$ cat config.mk
export PLATFORM = sky130hd
export DESIGN_NAME = rse_datapath
export DESIGN_NICKNAME = d
export VERILOG_FILES = /design/src/hdl/rse_pkg.sv /design/src/hdl/rse_datapath.sv
export SDC_FILE = /design/constraint.sdc
export NUM_CORES = 1
export LEC_CHECK = 0
export ABC_AREA = 1
export BUFFER_PORTS_ARGS = -buffer_cell sky130_fd_sc_hd__clkbuf_2
export CAP_MARGIN = 20
export CORE_ASPECT_RATIO = 1.2
export CORE_UTILIZATION = 55
export DETAILED_ROUTE_END_ITERATION = 6
export PLACE_DENSITY_LB_ADDON = 0.25
export SETUP_SLACK_MARGIN = 0.15
export SLEW_MARGIN = 20
export SYNTH_ARGS = -nofsm -noshare
export SYNTH_HDL_FRONTEND = slang
export SYNTH_SLANG_ARGS = --single-unit
$ cat constraint.sdc
create_clock -name clock -period 2.3 [get_ports clock]
set_clock_uncertainty 0.15 [all_clocks]
set_input_delay 0.345 -clock clock [delete_from_list [all_inputs] [get_ports clock]]
set_output_delay 0.345 -clock clock [all_outputs]
set_load 0.005 [all_outputs]
$ cat src/hdl/rse_pkg.sv
package rse_pkg;

   localparam int OUT_WORD_BITS  = 16;
   localparam int STATE_BITS     = 32;
   localparam int LOWER_BOUND    = 65536;
   localparam int LB_BITS        = 16;
   localparam int SCALE_BITS_DEF = 12;
   localparam int SYMBOL_BITS    = 8;
   localparam int FREQ_BITS      = 13;
   localparam int START_BITS     = 12;
   localparam int ENTRY_BITS     = FREQ_BITS + START_BITS;
   localparam int TABLE_DEPTH    = 256;
   localparam int OPCODE_BITS    = 2;

   localparam logic [OPCODE_BITS-1:0] OP_LOAD   = 2'd0;
   localparam logic [OPCODE_BITS-1:0] OP_ENCODE = 2'd1;
   localparam logic [OPCODE_BITS-1:0] OP_FINISH = 2'd2;

   localparam logic [1:0] EMIT_LOW  = 2'd0;
   localparam logic [1:0] EMIT_HIGH = 2'd1;
   localparam logic [1:0] EMIT_ERR  = 2'd2;

   typedef struct packed {
      logic [OPCODE_BITS-1:0] opcode;
      logic [SYMBOL_BITS-1:0] symbol;
      logic [FREQ_BITS-1:0]   entry_freq;
      logic [START_BITS-1:0]  entry_start;
   } req_type;

   typedef struct packed {
      logic [OUT_WORD_BITS-1:0] out_word;
      logic                     final_word;
      logic                     zero_freq_error;
   } rsp_type;

   typedef struct packed {
      logic       latch_entry;
      logic       shift_out;
      logic       div_init;
      logic       div_step;
      logic       state_update;
      logic       state_reset;
      logic       emit;
      logic [1:0] emit_sel;
   } dp_cmd_type;

   typedef struct packed {
      logic freq_zero;
      logic renorm_needed;
      logic div_last;
   } dp_status_type;

endpackage

$ cat src/hdl/rse_datapath.sv
module rse_datapath #(
   parameter int SCALE_BITS = rse_pkg::SCALE_BITS_DEF
) (
   input  logic                                  clock,
   input  logic                                  reset,
   input  rse_pkg::dp_cmd_type                   cmd,
   output rse_pkg::dp_status_type                status,
   input  logic [rse_pkg::ENTRY_BITS-1:0]        entry,
   output rse_pkg::rsp_type                      rsp_data
);

   import rse_pkg::*;

   // quotient width: state stays below freq << QUO_BITS after renormalization
   localparam int QUO_BITS = LB_BITS - SCALE_BITS + OUT_WORD_BITS;
   localparam int CNT_BITS = $clog2(QUO_BITS);

   logic [STATE_BITS-1:0] x_ff, x_in;
   logic [FREQ_BITS-1:0]  freq_ff;
   logic [START_BITS-1:0] start_ff;
   logic [FREQ_BITS-1:0]  rem_ff, rem_in;
   logic [QUO_BITS-1:0]   quo_ff, quo_in;
   logic [CNT_BITS-1:0]   cnt_ff;
   rsp_type               rsp_ff, rsp_in;

   logic [FREQ_BITS-1:0]  x_top;
   logic [FREQ_BITS:0]    trial;
   logic [FREQ_BITS:0]    diff;
   logic                  ge;

   assign x_top = {{(FREQ_BITS-SCALE_BITS){1'b0}}, x_ff[STATE_BITS-1:QUO_BITS]};

   assign status.freq_zero     = (freq_ff == '0);
   // x >= freq << QUO_BITS is the same as x >> QUO_BITS >= freq
   assign status.renorm_needed = (x_top >= freq_ff);
   assign status.div_last      = (cnt_ff == CNT_BITS'(QUO_BITS - 1));

   // restoring divider, one quotient bit per cycle
   assign trial = {rem_ff, quo_ff[QUO_BITS-1]};
   assign diff  = trial - {1'b0, freq_ff};
   assign ge    = (trial >= {1'b0, freq_ff});

   always_comb begin
      rem_in = rem_ff;
      quo_in = quo_ff;
      if (cmd.div_init) begin
         rem_in = x_top;
         quo_in = x_ff[QUO_BITS-1:0];
      end else if (cmd.div_step) begin
         rem_in = ge ? diff[FREQ_BITS-1:0] : trial[FREQ_BITS-1:0];
         quo_in = {quo_ff[QUO_BITS-2:0], ge};
      end
   end

   always_comb begin
      x_in = x_ff;
      if (cmd.shift_out) begin
         x_in = {{OUT_WORD_BITS{1'b0}}, x_ff[STATE_BITS-1:OUT_WORD_BITS]};
      end else if (cmd.state_update) begin
         x_in = {quo_ff, {SCALE_BITS{1'b0}}} + STATE_BITS'(rem_ff)
              + STATE_BITS'(start_ff);
      end else if (cmd.state_reset) begin
         x_in = STATE_BITS'(LOWER_BOUND);
      end
   end

   always_comb begin
      rsp_in = rsp_ff;
      if (cmd.emit) begin
         case (cmd.emit_sel)
            EMIT_HIGH: begin
               rsp_in.out_word        = x_ff[STATE_BITS-1:OUT_WORD_BITS];
               rsp_in.final_word      = 1'b1;
               rsp_in.zero_freq_error = 1'b0;
            end
            EMIT_ERR: begin
               rsp_in.out_word        = '0;
               rsp_in.final_word      = 1'b0;
               rsp_in.zero_freq_error = 1'b1;
            end
            default: begin
               rsp_in.out_word        = x_ff[OUT_WORD_BITS-1:0];
               rsp_in.final_word      = 1'b0;
               rsp_in.zero_freq_error = 1'b0;
            end
         endcase
      end
   end

   always_ff @(posedge clock) begin
      if (reset) begin
         x_ff <= STATE_BITS'(LOWER_BOUND);
      end else begin
         x_ff <= x_in;
      end
   end

   always_ff @(posedge clock) begin
      if (cmd.latch_entry) begin
         freq_ff  <= entry[FREQ_BITS-1:0];
         start_ff <= entry[ENTRY_BITS-1:FREQ_BITS];
      end
      if (cmd.div_init) begin
         cnt_ff <= '0;
      end else if (cmd.div_step) begin
         cnt_ff <= cnt_ff + 1'b1;
      end
      rem_ff <= rem_in;
      quo_ff <= quo_in;
      rsp_ff <= rsp_in;
   end

   assign rsp_data = rsp_ff;

endmodule

==> results.sh <==
export IMPL_worstMarginPinSlew_ns=0.8533
export IMPL_grt_util_met2_pct=62.83
export IMPL_gp_routability_congestion=1.017
export IMPL_detail_route_antenna_nets=0
export IMPL_post_route_cells_drive_above_1_share_pct=39.24
export IMPL_yosysSeqAreaShare_pct=42.08
export IMPL_drt_wl_total_mm=32.24
export IMPL_setup_viol=33
export IMPL_finalWorstPathRequiredPeriod_ns=2.695
export IMPL_synth_fp_nets=1031
export IMPL_routed_via_count=8679
export IMPL_place_detailed_instances=1229
export IMPL_cts_inserted_buffers=17
export IMPL_design_die_area_um2=13480
export IMPL_ios=57
export IMPL_maxCapViolations=0
export IMPL_nets=1229
export IMPL_detail_route_iter0_violations=1415
export IMPL_pwr_density_cell_nw_per_um2=1170
export IMPL_clock_tree_htree_level_count=4
export IMPL_grt_usage_pct=39.22
export IMPL_areaGrowthSynthToFinish_pct=49.57
export IMPL_yosys_register_bits=113
export IMPL_crit_fanout=6
export IMPL_first_global_vias=7625
export IMPL_hp_class="in2reg"
export IMPL_hold_slack_ns=0.07801
export IMPL_cts_max_path_buffers=2
export IMPL_nFillCells=627
export IMPL_fmaxAchievable_mhz=371.1
export IMPL_fraction_of_met1_tracks_used_by_global_routing_pct=43.14
export IMPL_fp_dieW_um=106.2
export IMPL_syn_inst_count=951
export IMPL_static_leakage_power_nw=4.781
export IMPL_worst_setup_path_start_kind="flop"
export IMPL_layout_cells_most_common="nand2_1"
export IMPL_cts_sink_count=113
export IMPL_wire_per_inst_um=24.29
export IMPL_synth_cell_types=42
export IMPL_synthAdderAreaFrac_pct=7.898
export IMPL_synth_xor_area_share_pct=0.9785
export IMPL_detail_route_vias_per_cell=6.540
export IMPL_layout_setup_ws_ns=-0.3946
export IMPL_mappedNetlistArea_um2=7161
export IMPL_syn_avg_cell_area_um2=7.530
export IMPL_timing_setup_critical_path_class="reg2reg"
export IMPL_outcome="complete, but fails checks"
export IMPL_finalHoldViolCount=0
export IMPL_timing_max_transition_violations_final=0
export IMPL_first_pass_grt_wire_length_mm=39.32
export IMPL_critPathRequiredTime_ns=2.32
export IMPL_gr_total_overflow=0
export IMPL_pin_count_of_the_biggest_net_entering_global_routing=54
export IMPL_cts_root_buffer_cell="clkbuf_16"
export IMPL_crit_start="freq_ff[0]"
export IMPL_final_worst_path_cycle_share_pct=117.2
export IMPL_use_met3_pct=8.929
export IMPL_crit_path_end_kind="flop"
export IMPL_antenna_found_initial=1
export IMPL_cts_reportedPaths_clkPinSlew_ns=0.06
export IMPL_dp_final_hpwl_mm=17.59
export IMPL_cts_tree="done"
export IMPL_coreArea_um2=12670
export IMPL_layout_cells_most_common_list="237 x nand2_1, 103 x inv_1, 88 x buf_4"
export IMPL_core_rowCount=45
export IMPL_multi_input_area_um2=4807
export IMPL_r2r_start="freq_ff[0]"
export IMPL_synth_top_family_by_area="simple AND/OR/NAND/NOR gates"
export IMPL_fraction_of_synthesized_area_in_multiplexers_pct=0
export IMPL_register_area_um2=3013
export IMPL_rsz0062_at_grt="true"
export IMPL_dr_pass1_iters=7
export IMPL_floorplan_initialDensity_pct=56.52
export IMPL_synth_compound_gate_area_share_pct=9.785
export IMPL_height_of_the_chip_um=127.0
export IMPL_placement_io_buffers=56
export IMPL_power_ir_vdd_worst_v=0.0008068
export IMPL_critical_path_arrival_ns=2.72
export IMPL_grt_busiest_layer="met2"
export IMPL_violations="DRC, setup timing"
export IMPL_filler_free_cell_count_of_the_finished_design=1327
export IMPL_synth_simple_area_share_pct=31.07
export IMPL_hold_path_startpoint="reset"
export IMPL_drc=28
export IMPL_insertion_delay_ns=0.43
export IMPL_synthesis_yosys_warnings=0
export IMPL_relSlewSlack_pct=42.97
## metrics by stage
step | setup WS (ns) | utilization, % | power [W] | setup TNS [ns] | area, um^2
floorplan | 0.07408 | - | 0.005223 | 0 | 7176
global placement | -0.07095 | 64.63 | 0.006691 | -0.1900 | 8188
detailed placement | -0.1056 | 64.63 | 0.006777 | -0.7735 | 8188
CTS | -0.2731 | 75.98 | 0.01030 | -0.2731 | 9625
global route | -0.4451 | 84.52 | 0.01291 | -7.529 | 10710
finish | -0.3946 | 84.54 | 0.01253 | -6.030 | 10710
## final timing paths
path,cells past startpoint,endpoint,slack [ns]
max,16,rem_ff[9],-0.39
max reg2reg,16,rem_ff[9],-0.39
min,3,x_ff[16],0.08
min reg2reg,2,cnt_ff[4],0.36
## worst max-delay path: stages, from the launching register on
cell and delay (ns):
edfxtp_1 0.40, buf_4 0.14, buf_6 0.09, ha_4 0.14, inv_4 0.04, fa_2 0.38, nand3_2 0.10, nand2_2 0.07
nand2_2 0.09, nand2_4 0.08, nand2_8 0.10, buf_12 0.11, nand3_4 0.13, nor2_4 0.15, nor2_1 0.08, nand2_1 0.10
nand2_1 0.08
## what timing repair did
| action | 4_1_cts | 5_1_grt |
|---|---|---|
| endpoints found under the hold margin | 25 | 0 |
| endpoints found under the setup margin | 42 | 45 |
| cloned | 3 | 0 |
| gates resized for setup | 76 | 241 |
| buffers inserted | 15 | 22 |
| pin swaps | 21 | 82 |
| hold buffers | 25 | 0 |
## cells by family (layout without fill, tap and decap cells)
logic type / after synthesis / in the layout
xor gates and xnor gates: 8 / 8
DFF: 113 / 113
and+or+nand+nor: 514 / 517
other: 0 / 1
AOI/OAI and AO/OA: 121 / 121
adders and majority gates: 44 / 44
buffers and inverters: 151 / 359
## synth_stat cells, drive strengths merged
| cell type | number | area (um^2) |
|---|---|---|
| nand2 | 318 | 1216 |
| inv | 127 | 476.7 |
| nand3 | 102 | 543.0 |
| edfxtp | 75 | 2252 |
| nor2 | 57 | 224.0 |
| o21ai | 47 | 235.2 |
| a21oi | 42 | 232.7 |
| ha | 42 | 525.5 |
| dfxtp | 38 | 760.7 |
| nand4 | 15 | 93.84 |
| clkbuf | 14 | 52.55 |
| a31oi | 12 | 75.07 |
| nor3 | 10 | 70.07 |
| buf | 9 | 53.80 |
| o211ai | 7 | 57.55 |
| or2 | 6 | 37.54 |
| xnor2 | 6 | 52.55 |
| a21boi | 5 | 37.54 |
| o21bai | 3 | 22.52 |
| a21o | 2 | 15.01 |
| and3 | 2 | 12.51 |
| fa | 2 | 40.04 |
| nor4 | 2 | 12.51 |
| xor2 | 2 | 17.52 |
| a211oi | 1 | 7.510 |
| a221oi | 1 | 8.760 |
| clkinv | 1 | 3.750 |
| nor3b | 1 | 7.510 |
| o311ai | 1 | 8.760 |
| or4 | 1 | 7.510 |
## sequential cells by signal (all words and copies together), names as in the netlist
name      flops
rem_ff       13
rsp_data     18
start_ff     12
cnt_ff        5
quo_ff       20
freq_ff      13
x_ff         32
## metal layers
layer / vias to the layer above / wire length [um] / part of all wire (%)
li1: 3559 / - / -
met1: 3890 / 10120 / 31
met2: 860 / 14020 / 43
met3: 370 / 4083 / 13
met4: 0 / 4011 / 12
met5: - / 0 / 0
## where the power goes
| part | total (W) | switching [W] | internal (W) |
|---|---|---|---|
| combinational | 0.00695 | 0.00411 | 0.00284 |
| clock | 0.00274 | 0.000989 | 0.00175 |
| sequential | 0.00284 | 0.000313 | 0.00253 |
## cell type report
cell class                 count  area share [%]
tap                          164           1.916
timing repair buffer         199           14.82
inverter                     128           4.579
clock buffer                  24           4.708
sequential                   113           28.13
clock inverter                 8          0.9346
multi-input combinational    690           44.88
antenna                        1         0.02336
Power figures use the tool's default switching activity.
