===== config.mk =====
export PLATFORM = sky130hd
export DESIGN_NAME = rse_ctrl
export DESIGN_NICKNAME = d
export VERILOG_FILES = /design/src/hdl/rse_pkg.sv /design/src/hdl/rse_ctrl.sv
export SDC_FILE = /design/constraint.sdc
export NUM_CORES = 1
export LEC_CHECK = 0
export ABC_AREA = 1
export BUFFER_PORTS_ARGS = -buffer_cell sky130_fd_sc_hd__buf_2
export CAP_MARGIN = 5
export CORE_AREA = 3 3 40 42
export CTS_BUF_LIST = sky130_fd_sc_hd__clkbuf_8
export DETAILED_ROUTE_END_ITERATION = 8
export DIE_AREA = 0 0 43 45
export PLACE_DENSITY_LB_ADDON = 0.08
export RECOVER_POWER = 25
export SLEW_MARGIN = 40
export SYNTH_ARGS = -nofsm -noshare
export SYNTH_HDL_FRONTEND = slang
export SYNTH_SLANG_ARGS = --single-unit

===== constraint.sdc =====
create_clock -name clock -period 1.4 [get_ports clock]
set_clock_uncertainty 0.1 [all_clocks]
set_input_delay 0.14 -clock clock [delete_from_list [all_inputs] [get_ports clock]]
set_output_delay 0.14 -clock clock [all_outputs]
set_load 0.02 [all_outputs]

===== src/hdl/rse_pkg.sv =====
package rse_pkg;

   localparam int OUT_WORD_BITS  = 16;
   localparam int STATE_BITS     = 32;
   localparam int LOWER_BOUND    = 65536;
   localparam int LB_BITS        = 16;
   localparam int SCALE_BITS_DEF = 12;
   localparam int SYMBOL_BITS    = 8;
   localparam int FREQ_BITS      = 13;
   localparam int START_BITS     = 12;
   localparam int ENTRY_BITS     = FREQ_BITS + START_BITS;
   localparam int TABLE_DEPTH    = 256;
   localparam int OPCODE_BITS    = 2;

   localparam logic [OPCODE_BITS-1:0] OP_LOAD   = 2'd0;
   localparam logic [OPCODE_BITS-1:0] OP_ENCODE = 2'd1;
   localparam logic [OPCODE_BITS-1:0] OP_FINISH = 2'd2;

   localparam logic [1:0] EMIT_LOW  = 2'd0;
   localparam logic [1:0] EMIT_HIGH = 2'd1;
   localparam logic [1:0] EMIT_ERR  = 2'd2;

   typedef struct packed {
      logic [OPCODE_BITS-1:0] opcode;
      logic [SYMBOL_BITS-1:0] symbol;
      logic [FREQ_BITS-1:0]   entry_freq;
      logic [START_BITS-1:0]  entry_start;
   } req_type;

   typedef struct packed {
      logic [OUT_WORD_BITS-1:0] out_word;
      logic                     final_word;
      logic                     zero_freq_error;
   } rsp_type;

   typedef struct packed {
      logic       latch_entry;
      logic       shift_out;
      logic       div_init;
      logic       div_step;
      logic       state_update;
      logic       state_reset;
      logic       emit;
      logic [1:0] emit_sel;
   } dp_cmd_type;

   typedef struct packed {
      logic freq_zero;
      logic renorm_needed;
      logic div_last;
   } dp_status_type;

endpackage


===== src/hdl/rse_ctrl.sv =====
module rse_ctrl (
   input  logic                          clock,
   input  logic                          reset,
   input  logic                          req_valid,
   input  logic [1:0]                    req_opcode,
   output logic                          req_stall,
   output logic                          rsp_valid,
   input  logic                          rsp_stall,
   output logic                          ram_wr_en,
   output logic                          ram_rd_en,
   output rse_pkg::dp_cmd_type           cmd,
   input  rse_pkg::dp_status_type        status
);

   import rse_pkg::*;

   localparam logic [2:0] ST_IDLE     = 3'd0;
   localparam logic [2:0] ST_LOOKUP   = 3'd1;
   localparam logic [2:0] ST_CHECK    = 3'd2;
   localparam logic [2:0] ST_DIV_INIT = 3'd3;
   localparam logic [2:0] ST_DIV      = 3'd4;
   localparam logic [2:0] ST_UPDATE   = 3'd5;
   localparam logic [2:0] ST_FLUSH_LO = 3'd6;
   localparam logic [2:0] ST_FLUSH_HI = 3'd7;

   logic [2:0] state_ff, state_in;
   logic       rsp_valid_ff, rsp_valid_in;
   logic       accept;
   logic       out_free;

   assign req_stall = (state_ff != ST_IDLE);
   assign accept    = req_valid && !req_stall;
   // output register can take a new result when empty or being drained
   assign out_free  = !rsp_valid_ff || !rsp_stall;
   assign ram_wr_en = accept && (req_opcode == OP_LOAD);
   assign ram_rd_en = accept && (req_opcode == OP_ENCODE);
   assign rsp_valid = rsp_valid_ff;

   always_comb begin
      state_in = state_ff;
      cmd      = '0;
      cmd.emit_sel = EMIT_LOW;
      unique case (state_ff)
         ST_IDLE: begin
            if (accept && req_opcode == OP_ENCODE) begin
               state_in = ST_LOOKUP;
            end else if (accept && req_opcode == OP_FINISH) begin
               state_in = ST_FLUSH_LO;
            end
         end
         ST_LOOKUP: begin
            cmd.latch_entry = 1'b1;
            state_in = ST_CHECK;
         end
         ST_CHECK: begin
            if (status.freq_zero) begin
               if (out_free) begin
                  cmd.emit     = 1'b1;
                  cmd.emit_sel = EMIT_ERR;
                  state_in     = ST_IDLE;
               end
            end else if (status.renorm_needed) begin
               if (out_free) begin
                  cmd.emit      = 1'b1;
                  cmd.emit_sel  = EMIT_LOW;
                  cmd.shift_out = 1'b1;
                  state_in      = ST_DIV_INIT;
               end
            end else begin
               state_in = ST_DIV_INIT;
            end
         end
         ST_DIV_INIT: begin
            cmd.div_init = 1'b1;
            state_in = ST_DIV;
         end
         ST_DIV: begin
            cmd.div_step = 1'b1;
            if (status.div_last) begin
               state_in = ST_UPDATE;
            end
         end
         ST_UPDATE: begin
            cmd.state_update = 1'b1;
            state_in = ST_IDLE;
         end
         ST_FLUSH_LO: begin
            if (out_free) begin
               cmd.emit     = 1'b1;
               cmd.emit_sel = EMIT_LOW;
               state_in     = ST_FLUSH_HI;
            end
         end
         ST_FLUSH_HI: begin
            if (out_free) begin
               cmd.emit        = 1'b1;
               cmd.emit_sel    = EMIT_HIGH;
               cmd.state_reset = 1'b1;
               state_in        = ST_IDLE;
            end
         end
         default: begin
            state_in = ST_IDLE;
         end
      endcase
   end

   always_comb begin
      if (cmd.emit) begin
         rsp_valid_in = 1'b1;
      end else if (rsp_stall) begin
         rsp_valid_in = rsp_valid_ff;
      end else begin
         rsp_valid_in = 1'b0;
      end
   end

   always_ff @(posedge clock) begin
      if (reset) begin
         state_ff     <= ST_IDLE;
         rsp_valid_ff <= 1'b0;
      end else begin
         state_ff     <= state_in;
         rsp_valid_ff <= rsp_valid_in;
      end
   end

endmodule


==> results.cfg, run 1 <==
[status]
outcome = finished clean

[logic_synthesis]
synth.most_common_cell = nand2_1
synth_edf_count = 0
synth_ff_type = dfxtp_1
ys_ff_latch = 4
yosys-top-cells-area = dfxtp_1 (19%), nand2_1 (12%), inv_1 (9.9%), nand2_2 (7.5%), nand3_1 (7.2%)
syn-cell-area_um2 = 415
synth_common_cells = nand2_1 (13), inv_1 (11), nor2_1 (8)
synth.largest_area_cell = dfxtp_1
synth_top_area_share_pct = 19.3
synthArstFlopShare_pct = 0
synth_cells = 71
ys_warn_count = 0
syn-num-nets = 80
synth_cell_type_count = 20
avgSynthCellArea_um2 = 5.85
synth_seq_area_share_pct = 19.3

[place]
io_buffer_count = 21
dpl_worst_slack_ns = 0.0812
dpl_cell_area_um2 = 546
gp_congestion = 0.763
post-place-cells = 107
post-dp-hpwl_um = 917

[layout]
final_util_pct = 54.9
layout-drive-gt1-share_pct = 54.0
finalInstanceArea_um2 = 706
area_delta_synth_final_pct = 69.9
fin_nets = 111
n_antenna_cell = 0
stdcell_count = 115
fillers = 139

[global_routing]
grtUsageTotal_pct = 13.1
overflow = 0
grt_antenna_before_repair = 0
grt_pass1_wl_um = 1860
grt_pass1_vias = 451
grt_start_max_net_pins = 8

[critical_path]
cpPeakStageDelay_ns = 0.37
slowest_stage = dfxtp_4
critPathArrivalTime_ns = 1.14
timing.critical_path.from_type = flip-flop
cp_data_required_time_ns = 1.16
critPathMaxFanout = 4
path_class = reg -> out
worstPathCellList = inv_2, nor2_4, nand2_4, o21ai_4, buf_6
critPathCaptureType = output pin

[power_and_ir_drop]
power_w = 0.00147
p_leak_nw = 0.394
ir_drop_mv = 0.875
p_per_area_mw_per_mm2 = 2080

[clock_tree]
clk_pin_slew_ns = 0.03
cts-root-buf = clkbuf_8
clockBufferDepth = 2
cts_tree = yes
numClockSinks = 4
cts_made_buffers = 3
htree_levels = 1
clock_latency_ns = 0.22

[hold_path]
min_path_type = in -> reg

[drt]
antenna_left = 0
drc = 0
viasPerCell = 4.75
via_count = 546
routedWlPerCell_um = 10.4
firstDrtPassIters = 4
drt_iter0_drc = 16
wirelength_um = 1200

[die]
die_area_mm2 = 0.00194
die_w_um = 43
initial_core_util_pct = 32.3
rows = 13
die_y_um = 45
core_mm2 = 0.00128
ios = 22

[sta]
rsz0062_at_grt = true
slew_violations = 0
fin_crit_ns = 1.38
slew_headroom_pct = 83.8
worst_pin_slew_ns = 0.243
fin_crit_sh_pct = 98.3
max_freq_ghz = 0.727
setup_viol = 0
hold_viol = 0
setup_ws_ns = 0.0244

[job]
drv_cap = 0
-- cell type report --
| class | count | area [um^2] | area share, % |
|---|---|---|---|
| timing repair buffer | 27 | 171 | 24.3 |
| clock buffer | 3 | 41.3 | 5.85 |
| inverter | 15 | 58.8 | 8.33 |
| multi-input combinational | 51 | 327 | 46.3 |
| sequential | 4 | 88.8 | 12.6 |
| tap | 15 | 18.8 | 2.66 |
-- layer usage --
metal,up-vias,part of all wire (%),track usage [%]
li1,281,-,-
met1,235,47,16.1
met2,24,42,19.8
met3,6,9.1,3.98
met4,0,1.9,8.43
met5,-,0,0
-- logic make-up after synthesis --
| logic type | Yosys count | synth area share, % |
|---|---|---|
| AO/OA/AOI/OAI | 7 | 10.5 |
| buffers and inverters | 16 | 15.4 |
| flip-flops | 4 | 19.3 |
| AND/OR/NAND/NOR | 44 | 54.8 |
-- state kept, by name, summed over array words and instances (netlist names) --
| register | count |
|---|---|
| rsp_valid | 1 |
| state_ff | 3 |
-- final timing paths --
check	slack (ns)	start	cells past startpoint	to
max	0.02	state_ff[1]	5	cmd[2]
max reg2reg	0.14	state_ff[1]	6	state_ff[2]
min	0.21	status[0]	5	state_ff[1]
min reg2reg	0.45	state_ff[2]	2	state_ff[2]
-- layout by cell type (no fill, tap or decap), drive strengths merged --
cell	netlist	routed
o21ai	4	4
inv	15	15
a31oi	1	1
clkbuf	0	4
dlygate4sd3	0	1
nand3	7	7
a21oi	2	2
nor2	12	12
nor4	1	1
buf	1	25
nor3	3	3
nand4	2	2
nor2b	1	1
nand2	18	18
dfxtp	4	4
-- report_power, final --
part           internal, W  switching (W)
logic             0.000396       0.000575
clock network     0.000183      0.0000583
registers         0.000177      0.0000760
-- critical path, delay by kind of cell, from the launching register on --
kind / cells / cell delay (ns)
AND/OR/NAND/NOR: 2 / 0.19
AO/OA/AOI/OAI: 1 / 0.16
flip-flops: 1 / 0.37
buffers and inverters: 2 / 0.20
-- stage by stage --
stage | setup TNS [ns] | hold WS (ns)
5_1_grt | -0.0726 | 0.238
6_report | 0 | 0.213
3_3_place_gp | 0 | 0.224
4_1_cts | -0.0174 | 0.208
3_5_place_dp | 0 | 0.218
2_1_floorplan | 0 | 0.112
-- timing repair --
item,CTS,global route
endpoints found under the hold margin,1,0
hold buffers,1,0
setup endpoints to repair,7,8
pin swaps,0,3
buffers inserted,2,2
gates resized for setup,5,20
Note: power is estimated with default switching activity, not from simulation.
==> run 2: changes to the inputs <==
--- a/config.mk
+++ b/config.mk
@@ -12,8 +12,8 @@
 export CTS_BUF_LIST = sky130_fd_sc_hd__clkbuf_8
 export DETAILED_ROUTE_END_ITERATION = 8
 export DIE_AREA = 0 0 43 45
-export PLACE_DENSITY_LB_ADDON = 0.08
-export RECOVER_POWER = 25
+export PLACE_DENSITY = 0.66
+export RECOVER_POWER = 100
 export SLEW_MARGIN = 40
 export SYNTH_ARGS = -nofsm -noshare
 export SYNTH_HDL_FRONTEND = slang
==> run 2 against run 1 <==
Register-to-register slack got worse by 0.07 ns. First-iteration DRC count fell by 25%. Sequential cell count did not move. Hold slack improved by 0.0061 ns. Largest cell class unchanged. Critical endpoint unchanged. Core utilization fell by 4.5 points. Via count rose by 0.73%. Cell area fell by 8.2%. Highest routed layer unchanged.
==> results.cfg, run 2 (synthesized netlist as in run 1, its figures left out) <==
[status]
outcome = finished clean

[place]
post-dp-hpwl_um = 894
post-place-cells = 106
gp_congestion = 0.856
io_buffer_count = 21
dpl_cell_area_um2 = 538
dpl_worst_slack_ns = 0.102

[layout]
fin_nets = 108
layout_common_cells = buf_2 (16), nand2_1 (12), inv_1 (11)
finalInstanceArea_um2 = 648
regMostFlops = state_ff
area_delta_synth_final_pct = 56.0
fillers = 135
stdcell_count = 112
n_antenna_cell = 0
multiInputGateArea_um2 = 295
final_common_cell = buf_2
layout-drive-gt1-share_pct = 49.5
largest_register_ffs = 3
regArea_um2 = 88.8

[drt]
wirelength_um = 1170
drt_iter0_drc = 12
via_count = 550
viasPerCell = 4.91
antenna_left = 0
routedWlPerCell_um = 10.4
firstDrtPassIters = 4
drc = 0

[critical_path]
r2r_end = state_ff[2]
r2r-start = state_ff[0]
critPathBufInv = 2
r2r_slack_ns = 0.07
path_class = reg -> out
slowest_stage = dfxtp_4
r2r_cells = 10
critPathCaptureType = output pin
critPathMaxFanout = 5
critPathTopFamily = flip-flops
cp_data_required_time_ns = 1.16
cpPeakStageDelay_ns = 0.37
critPathArrivalTime_ns = 1.15
worstPathCellList = inv_2, nor2_4, nand2_4, o21ai_2, buf_6
timing.critical_path.from_type = flip-flop

[global_routing]
grtUsageTotal_pct = 13.2
grt_antenna_before_repair = 0
grt_pass1_vias = 461
overflow = 0
grt_start_max_net_pins = 9
grt_pass1_wl_um = 1900

[hold_path]
hold_depth = 5
min_path_type = in -> reg
worstHoldStart = status[0]
whs_endpoint = state_ff[1]

[sta]
hold_ws_ns = 0.219
rsz0062_at_grt = true
worst_pin_slew_ns = 0.245
setup_viol = 0
hold_viol = 0
max_freq_ghz = 0.717
fin_crit_ns = 1.39
slew_headroom_pct = 83.7
fin_crit_sh_pct = 99.6
slew_violations = 0
setup_ws_ns = 0.00571

[clock_tree]
htree_levels = 1
numClockSinks = 4
clock_latency_ns = 0.22
clk_pin_slew_ns = 0.03
clockBufferDepth = 2
cts_tree = yes
cts-root-buf = clkbuf_8
cts_made_buffers = 3

[die]
core_mm2 = 0.00128
rows = 13
die_y_um = 45
die_w_um = 43
initial_core_util_pct = 32.3
ios = 22
die_area_mm2 = 0.00194

[power_and_ir_drop]
p_per_area_mw_per_mm2 = 2110
ir_drop_mv = 1.29
p_leak_nw = 0.376

[job]
drv_cap = 0
[run 2: per-layer routing]
| layer | part of all wire, % | GRT usage, % |
|---|---|---|
| met1 | 40 | 14.5 |
| met2 | 50 | 23.4 |
| met3 | 6.3 | 1.99 |
| met4 | 3.3 | 9.04 |
| met5 | 0 | 0 |
[run 2: worst min-delay path, stage by stage]
cell and delay (ns):
buf_2 0.10, inv_1 0.05, nand2_2 0.07, nand3_1 0.10
nor2_2 0.04
[run 2: layout make-up]
| cell class | instances | area share [%] |
|---|---|---|
| flip-flops and latches | 4 | 13.7 |
| clock buffers | 3 | 6.37 |
| well taps | 15 | 2.90 |
| multi-input cells | 51 | 45.6 |
| inverters | 15 | 9.46 |
| repair buffers | 24 | 22.0 |
[run 2: power by group]
part / switching (W) / total, W / internal, W
Clock: 0.0000591 / 0.000242 / 0.000183
Combinational: 0.000516 / 0.000861 / 0.000345
Sequential: 0.0000877 / 0.000264 / 0.000177
[run 2: repair_timing]
item,4_1_cts,5_1_grt
buffers inserted,1,1
pin swaps,3,3
hold buffers,1,0
resized for setup,7,9
hold endpoints to repair,1,0
cloned,0,0
endpoints found under the setup margin,7,7
[run 2: worst max path at each step]
stage / start / endpoint / depth (start not counted)
floorplan: state_ff[1] / cmd[1] / 4
global placement: state_ff[1] / cmd[2] / 5
detailed placement: state_ff[1] / cmd[1] / 5
CTS: state_ff[1] / cmd[1] / 5
global route: state_ff[1] / cmd[2] / 5
finish: state_ff[1] / cmd[2] / 5
[run 2: through the flow]
stage	utilization, %	power (W)	setup TNS (ns)
6_report	50.4	0.00137	0
5_1_grt	50.4	0.00148	-0.218
4_1_cts	47.7	0.00131	-0.00326
3_5_place_dp	41.9	0.000984	0
3_3_place_gp	41.9	0.000991	0
2_1_floorplan	-	0.000823	0
